`config.mk`:
```
export PLATFORM = sky130hd
export DESIGN_NAME = mavlink_frame_parser
export DESIGN_NICKNAME = d
export VERILOG_FILES = /design/src/hw/rtl/mfp_pkg.sv /design/src/hw/rtl/mavlink_frame_parser.sv
export VERILOG_INCLUDE_DIRS = /design/src /design/src/hw/rtl
export SDC_FILE = /design/constraint.sdc
export NUM_CORES = 1
export LEC_CHECK = 0
export BUFFER_PORTS_ARGS = -buffer_cell sky130_fd_sc_hd__buf_4
export CAP_MARGIN = 25
export CORE_AREA = 8 8 129 131
export DETAILED_ROUTE_END_ITERATION = 6
export DIE_AREA = 0 0 137 139
export GPL_TIMING_DRIVEN = 1
export PLACE_DENSITY = 0.78
export SLEW_MARGIN = 0
export SYNTH_ARGS = -nofsm -noshare
export SYNTH_HDL_FRONTEND = slang
export SYNTH_SLANG_ARGS = --single-unit
```
`constraint.sdc`:
```
create_clock -name clock -period 11.2 [get_ports clock]
set_input_delay 2.8 -clock clock [delete_from_list [all_inputs] [get_ports clock]]
set_output_delay 2.8 -clock clock [all_outputs]
set_load 0.01 [all_outputs]
```
`src/hw/rtl/assert_macros.svh`:
```
// Assertion helpers used by the RTL.
`ifndef ASSERT_MACROS_SVH
`define ASSERT_MACROS_SVH

// Property checked at every rising edge outside reset.
`define ASSERT_CLK(lbl, clk, rst, prop, msg) \
   lbl: assert property (@(posedge clk) disable iff (rst) (prop)) else $error(msg);

// Condition that must never be true outside reset.
`define ASSERT_NEVER(lbl, clk, rst, cond, msg) \
   lbl: assert property (@(posedge clk) disable iff (rst) !(cond)) else $error(msg);

`endif

```
`src/hw/rtl/mfp_pkg.sv`:
```
package mfp_pkg;

   localparam logic [7:0]  START_BYTE     = 8'hFE;
   localparam logic [15:0] CRC_INIT       = 16'hFFFF;
   localparam logic [7:0]  ID_POSITION    = 8'd33;
   localparam logic [7:0]  ID_ACK         = 8'd77;
   localparam logic [7:0]  ALT_OFFSET     = 8'd16;
   localparam logic [7:0]  POS_EXTRA_RST  = 8'd104;
   localparam logic [7:0]  ACK_EXTRA_RST  = 8'd143;

   localparam int unsigned CAP_SLOTS      = 7;
   localparam int unsigned CSR_IDX_W      = 4;

   localparam logic [CSR_IDX_W-1:0] CSR_POS_EXTRA = 4'd0;
   localparam logic [CSR_IDX_W-1:0] CSR_ACK_EXTRA = 4'd1;

   localparam logic KIND_ALTITUDE = 1'b0;
   localparam logic KIND_ACK      = 1'b1;

   // One byte of CRC-16/MCRF4XX (reflected 0x1021).
   function automatic logic [15:0] crc_step(input logic [15:0] crc, input logic [7:0] b);
      logic [7:0] t;
      t = b ^ crc[7:0];
      t = t ^ {t[3:0], 4'h0};
      return {8'h00, crc[15:8]} ^ {t, 8'h00} ^ {5'b0_0000, t, 3'b000} ^ {12'h000, t[7:4]};
   endfunction

endpackage

```
`src/hw/rtl/mavlink_frame_parser.sv`:
```
// Channel  | Direction | Handshake             | Payload
// req      | in        | req_valid / req_ready | req_rx_byte[7:0]
// rsp      | out       | rsp_valid / rsp_ready | rsp_result_kind, rsp_altitude_mm[31:0],
//          |           |                       | rsp_acked_command[15:0], rsp_ack_code[7:0]
// csr      | in        | csr_valid / csr_ready | csr_index[3:0], csr_wdata[7:0]
//
// One byte is taken per cycle while req_ready is high: the parse state, CRC and
// capture slots update at the accepting edge, and the second CRC byte's verdict lands in
// the output register, so a result appears in the cycle after the last CRC byte is accepted.
// req_ready drops only while the output register is full and rsp_ready is low.
// Synchronous active-high reset returns to hunting, clears the CRC state and the
// captured payload bytes, and restores both CRC extra bytes; csr_ready is always high.
`include "assert_macros.svh"

module mavlink_frame_parser (
   input  logic                             clock,
   input  logic                             reset,
   input  logic                             req_valid,
   output logic                             req_ready,
   input  logic [7:0]                       req_rx_byte,
   output logic                             rsp_valid,
   input  logic                             rsp_ready,
   output logic                             rsp_result_kind,
   output logic signed [31:0]               rsp_altitude_mm,
   output logic [15:0]                      rsp_acked_command,
   output logic [7:0]                       rsp_ack_code,
   input  logic                             csr_valid,
   output logic                             csr_ready,
   input  logic [mfp_pkg::CSR_IDX_W-1:0]    csr_index,
   input  logic [7:0]                       csr_wdata
);

   typedef enum logic [3:0] {
      PH_START   = 4'd0,
      PH_LEN     = 4'd1,
      PH_SEQ     = 4'd2,
      PH_SYS     = 4'd3,
      PH_COMP    = 4'd4,
      PH_ID      = 4'd5,
      PH_PAYLOAD = 4'd6,
      PH_CRCLO   = 4'd7,
      PH_CRCHI   = 4'd8
   } phase_type;

   phase_type   phase_ff, phase_in;
   logic [7:0]  len_ff, len_in;
   logic [7:0]  id_ff, id_in;
   logic [7:0]  pos_ff, pos_in;
   logic [7:0]  crc_lo_ff, crc_lo_in;
   logic [15:0] crc_ff, crc_in;
   logic [7:0]  cap_ff [mfp_pkg::CAP_SLOTS];
   logic [7:0]  pos_extra_ff, ack_extra_ff;

   logic        cap_we;
   logic [2:0]  cap_slot;
   logic [7:0]  pos_next;
   logic [7:0]  extra;
   logic [15:0] crc_final;
   logic        crc_ok;
   logic        res_load;
   logic        res_kind;
   logic        accept;

   logic        rsp_valid_ff;
   logic        rsp_kind_ff;
   logic [31:0] rsp_alt_ff;
   logic [15:0] rsp_cmd_ff;
   logic [7:0]  rsp_code_ff;

   assign req_ready = !rsp_valid_ff || rsp_ready;
   assign accept    = req_valid && req_ready;
   assign csr_ready = 1'b1;
   assign pos_next  = pos_ff + 8'd1;

   always_comb begin
      extra = 8'h00;
      if (id_ff == mfp_pkg::ID_POSITION) begin
         extra = pos_extra_ff;
      end else if (id_ff == mfp_pkg::ID_ACK) begin
         extra = ack_extra_ff;
      end
   end

   assign crc_final = mfp_pkg::crc_step(crc_ff, extra);
   assign crc_ok    = crc_final == {req_rx_byte, crc_lo_ff};

   // Capture slot: bytes 0..2 to slots 0..2, bytes 16..19 to slots 3..6.
   always_comb begin
      cap_we   = 1'b0;
      cap_slot = pos_ff[2:0];
      if (pos_ff < 8'd3) begin
         cap_we = 1'b1;
      end else if (pos_ff[7:2] == mfp_pkg::ALT_OFFSET[7:2]) begin
         cap_we   = 1'b1;
         cap_slot = 3'd3 + {1'b0, pos_ff[1:0]};
      end
   end

   always_comb begin
      phase_in  = phase_ff;
      len_in    = len_ff;
      id_in     = id_ff;
      pos_in    = pos_ff;
      crc_lo_in = crc_lo_ff;
      crc_in    = crc_ff;
      res_load  = 1'b0;
      res_kind  = mfp_pkg::KIND_ALTITUDE;
      unique case (phase_ff)
         PH_LEN: begin
            crc_in   = mfp_pkg::crc_step(crc_ff, req_rx_byte);
            len_in   = req_rx_byte;
            phase_in = PH_SEQ;
         end
         PH_SEQ: begin
            crc_in   = mfp_pkg::crc_step(crc_ff, req_rx_byte);
            phase_in = PH_SYS;
         end
         PH_SYS: begin
            crc_in   = mfp_pkg::crc_step(crc_ff, req_rx_byte);
            phase_in = PH_COMP;
         end
         PH_COMP: begin
            crc_in   = mfp_pkg::crc_step(crc_ff, req_rx_byte);
            phase_in = PH_ID;
         end
         PH_ID: begin
            crc_in   = mfp_pkg::crc_step(crc_ff, req_rx_byte);
            id_in    = req_rx_byte;
            pos_in   = 8'd0;
            phase_in = (len_ff != 8'd0) ? PH_PAYLOAD : PH_CRCLO;
         end
         PH_PAYLOAD: begin
            crc_in = mfp_pkg::crc_step(crc_ff, req_rx_byte);
            pos_in = pos_next;
            if (pos_next >= len_ff) begin
               phase_in = PH_CRCLO;
            end
         end
         PH_CRCLO: begin
            crc_lo_in = req_rx_byte;
            phase_in  = PH_CRCHI;
         end
         PH_CRCHI: begin
            phase_in = PH_START;
            if (crc_ok && id_ff == mfp_pkg::ID_POSITION) begin
               res_load = 1'b1;
               res_kind = mfp_pkg::KIND_ALTITUDE;
            end else if (crc_ok && id_ff == mfp_pkg::ID_ACK) begin
               res_load = 1'b1;
               res_kind = mfp_pkg::KIND_ACK;
            end
         end
         default: begin
            // Hunt for the start byte; stray phase codes land here too.
            phase_in = PH_START;
            if (req_rx_byte == mfp_pkg::START_BYTE) begin
               crc_in   = mfp_pkg::CRC_INIT;
               phase_in = PH_LEN;
            end
         end
      endcase
   end

   always_ff @(posedge clock) begin
      if (reset) begin
         phase_ff     <= PH_START;
         len_ff       <= 8'd0;
         id_ff        <= 8'd0;
         pos_ff       <= 8'd0;
         crc_lo_ff    <= 8'd0;
         crc_ff       <= 16'd0;
         for (int i = 0; i < mfp_pkg::CAP_SLOTS; i++) begin
            cap_ff[i] <= 8'd0;
         end
         pos_extra_ff <= mfp_pkg::POS_EXTRA_RST;
         ack_extra_ff <= mfp_pkg::ACK_EXTRA_RST;
         rsp_valid_ff <= 1'b0;
      end else begin
         if (csr_valid) begin
            case (csr_index)
               mfp_pkg::CSR_POS_EXTRA: pos_extra_ff <= csr_wdata;
               mfp_pkg::CSR_ACK_EXTRA: ack_extra_ff <= csr_wdata;
               default: ;
            endcase
         end
         if (accept) begin
            phase_ff  <= phase_in;
            len_ff    <= len_in;
            id_ff     <= id_in;
            pos_ff    <= pos_in;
            crc_lo_ff <= crc_lo_in;
            crc_ff    <= crc_in;
            if (phase_ff == PH_PAYLOAD && cap_we) begin
               cap_ff[cap_slot] <= req_rx_byte;
            end
         end
         if (accept && res_load) begin
            rsp_valid_ff <= 1'b1;
         end else if (rsp_ready) begin
            rsp_valid_ff <= 1'b0;
         end
      end
   end

   // Result payload: no reset needed.
   always_ff @(posedge clock) begin
      if (accept && res_load) begin
         rsp_kind_ff <= res_kind;
         if (res_kind == mfp_pkg::KIND_ALTITUDE) begin
            rsp_alt_ff  <= {cap_ff[6], cap_ff[5], cap_ff[4], cap_ff[3]};
            rsp_cmd_ff  <= 16'd0;
            rsp_code_ff <= 8'd0;
         end else begin
            rsp_alt_ff  <= 32'd0;
            rsp_cmd_ff  <= {cap_ff[1], cap_ff[0]};
            rsp_code_ff <= cap_ff[2];
         end
      end
   end

   assign rsp_valid         = rsp_valid_ff;
   assign rsp_result_kind   = rsp_kind_ff;
   assign rsp_altitude_mm   = $signed(rsp_alt_ff);
   assign rsp_acked_command = rsp_cmd_ff;
   assign rsp_ack_code      = rsp_code_ff;

   `ASSERT_CLK(a_load_on_crchi, clock, reset, res_load |-> phase_ff == PH_CRCHI, "result outside CRC check")
   `ASSERT_CLK(a_payload_in_range, clock, reset, phase_ff == PH_PAYLOAD |-> pos_ff < len_ff, "payload position past length")
   `ASSERT_CLK(a_alt_zero_ack, clock, reset, (rsp_valid_ff && rsp_kind_ff == mfp_pkg::KIND_ALTITUDE) |-> (rsp_cmd_ff == 16'd0 && rsp_code_ff == 8'd0), "altitude item carries ack fields")
   `ASSERT_NEVER(a_stall_only_full, clock, reset, !req_ready && !(rsp_valid_ff && !rsp_ready), "input stalled with room")

endmodule
```
==> summary.txt <==
Outcome
  – Status: finished, final reports clean

Setup path
  – Worst Path Buf+Inv: 2
  – CP Launch Type: primary input
  – CP peak stage delay: 0.16 ns
  – Top delay family on crit path: buffers and inverters
  – CP Class: primary input to output port
  – CP Max Fanout: 3
  – CP Data Required Time: 8.40 ns
  – Worst EP arrival: 3.23 ns
  – Crit. End Element: output port
  – Slowest cell on crit path: nand2b_1
  – Crit-path most repeated cell: buf_4
  – CP Cell Sequence: buf_4 -> nand2b_1 -> buf_4

Global routing
  – Total track usage: 19.8%
  – Grt total ovfl: 0
  – Initial antenna violation count: 0
  – Largest net degree at the start of global routing: 83
  – Vias in the first global route: between 5k and 6k
  – Global-route wire length before repair: 30.3 mm

Layout
  – Area of the multi-input gates: 0.00344 sq mm
  – Most frequent cells in the layout: edfxtp_1, nor2_1, buf_4
  – Area growth syn-to-layout: 15.3%
  – FF+latch area: 0.00469 sq mm
  – NumNets Final: 863
  – Ant. Diodes: 0
  – Fraction of layout cells with a size suffix above 1: between 10% and 20%
  – Filler cells: 1163
  – Commonest non-fill, non-tap cell in the layout: edfxtp_1

STA
  – Worst-margin pin slew: 1.03 ns
  – # setup viols final: 0
  – Final-report hold violation count: 0
  – Max Clock Skew: 0.00735 ns
  – Fin crit period: 6.03 ns
  – Fin crit share: 53.8%
  – RSZ-0062 raised after global routing: false
  – Fmax: 166 MHz
  – Setup_tns: 0 ns
  – Slew HR: 30.9%
  – Fin. max-slew vios: 0
  – Setup WS post-layout: roughly 5.2 ns

Clock network
  – Hold buffers post-CTS: 0
  – CTS tree: built
  – CTS root buffer: clkbuf_16
  – CTS Buffer Depth: 2
  – CTS sink count: between 150 and 200
  – Worst-Skew Late Latency: 0.43 ns
  – Cts repair resizes: 0
  – Num CTS Buffers: 17
  – Post-CTS setup buffer count: 0
  – H-tree levels: 4
  – Clock-pin slew on the worst setup and hold paths: approximately 0.06 ns

Route
  – WL/cell: 18.3 microns
  – 1st-pass router iterations: 7
  – Routed WL: 18.8 mm
  – Starting DRT DRC Count: 467
  – DRC: 0
  – Post-DRT Antenna Nets: 0
  – Via density: 5.91
  – Vias: 6080

Yosys
  – Top FF cell, synth: edfxtp_1
  – Register area share after synthesis: 55.9%
  – Mapped Cells: 773
  – Yosys warnings: 0
  – Flip-flop and latch count after synthesis: 182
  – Post-synth ARST share: 0%
  – Syn_nets: 808
  – Cell Area, Synth: 0.00839 sq mm
  – Post-synth EDFFs: between 100 and 150
  – Library cells used by synthesis: 60
  – Average size of a mapped cell: 10.9 sq um

Placed design
  – Hpwl dp: 12.8 mm
  – Port bufs: 83
  – Gp weighted congestion: about 0.87
  – Dpl ws: 4.92 ns

Floorplan
  – CORE AREA: 0.0148 sq mm
  – Chip width: 137 microns
  – Row cnt: 45
  – Die extent in y: 139 microns
  – Starting Density: 56.9%
  – Die footprint: 0.0190 sq mm
  – # IOs: 85

Flow run
  – Total of max-cap violations: 0

Pwr
  – VDD IR max: 0.105 mV
  – Pwr dens: about 140 mW/mm^2
  – Leakage: roughly 3.6 nW

Min path
  – Worst Hold Class: flip-flop to flip-flop
[area by class of cell]
cell class,instances,share of cell area (%)
flip-flops and latches,182,48.5
well taps,188,2.43
clock inverters,14,1.54
multi-input cells,520,35.6
inverters,20,0.776
clock buffers,18,4.43
repair buffers,87,6.75
[sequential cells by signal, indices dropped and copies added (netlist names)]
register           flops
crc_lo_ff              8
pos_extra_ff           8
rsp_result_kind        1
ack_extra_ff           8
rsp_acked_command     16
rsp_ack_code           8
pos_ff                 8
cap_ff                56
id_ff                  8
rsp_valid              1
len_ff                 8
rsp_altitude_mm       32
crc_ff                16
phase_ff               4
[where the power goes]
group | switching [mW] | total (mW) | internal [mW]
Sequential | 0.00277 | 0.713 | 0.710
Combinational | 0.0297 | 0.0477 | 0.0180
Clock | 0.257 | 0.587 | 0.330
Total | 0.290 | 1.35 | 1.06
[synthesized netlist by cell type, drive strengths merged, types with 2 or more instances]
cell / n / area, sq um
o211a: 2 / 20.0
or2: 4 / 25.0
and3: 34 / 213
nand3: 19 / 95.1
nor3: 23 / 115
clkbuf: 42 / 158
nor4b: 2 / 32.5
or4: 4 / 30.0
a21oi: 32 / 160
nor2b: 5 / 31.3
xnor2: 39 / 342
a2111oi: 4 / 60.1
o21bai: 2 / 15.0
inv: 20 / 75.1
nand2: 35 / 131
nor4: 9 / 71.3
o21ai: 14 / 70.1
nand2b: 8 / 50.1
o211ai: 3 / 22.5
a22oi: 12 / 114
a211oi: 10 / 75.1
o21a: 2 / 15.0
dfxtp: 77 / 1540
mux2i: 33 / 330
a21o: 5 / 37.5
nand3b: 3 / 22.5
nand4: 3 / 18.8
a21boi: 32 / 240
or3: 8 / 50.1
and2: 11 / 68.8
edfxtp: 105 / 3150
buf: 9 / 53.8
a211o: 10 / 87.6
xor2: 20 / 175
o22ai: 10 / 62.6
nor2: 100 / 375
ha: 10 / 125
[final timing paths]
path	startpoint	endpoint	slack, ns	cells past startpoint
max reg2reg	id_ff[6]	rsp_ack_code[4]	6.92	9
min	ack_extra_ff[1]	ack_extra_ff[1]	0.46	1
min reg2reg	ack_extra_ff[1]	ack_extra_ff[1]	0.46	1
max	rsp_ready	req_ready	5.17	3
[metrics by stage]
| stage | utilization, % | instance area [sq um] | total power [mW] | hold WS, ns | cells |
|---|---|---|---|---|---|
| after global placement | 61.6 | 9090 | 0.773 | 0.443 | 996 |
| final | 65.6 | 9680 | 1.35 | 0.465 | 1029 |
| after detailed placement | 61.7 | 9100 | 0.775 | 0.452 | 997 |
| after floorplan | - | 8390 | 0.757 | 0.436 | 773 |
| after global routing | 65.6 | 9680 | 1.38 | 0.501 | 1029 |
| after CTS | 65.6 | 9680 | 1.36 | 0.467 | 1029 |
[metal layers]
layer	wire, microns	global-route usage [%]	vias to the layer above	share of wire, %
met5	0	0	-	0
li1	-	-	2884	-
met1	7910	24.4	2945	42
met4	325	6.75	0	1.7
met3	1090	3.91	34	5.8
met2	9510	33.5	217	51
[cell families (layout without fill, tap and decap cells)]
| family | after synthesis | in the layout | synth area share [%] |
|---|---|---|---|
| flops | 182 | 182 | 55.9 |
| simple gates | 272 | 272 | 16.3 |
| fa+ha+maj | 10 | 10 | 1.49 |
| compound gates | 144 | 144 | 12.4 |
| other cells | 1 | 1 | 0.0447 |
| mux | 33 | 33 | 3.94 |
| xor+xnor | 60 | 60 | 6.44 |
| buf+inv | 71 | 139 | 3.41 |
Power figures use the tool's default switching activity.
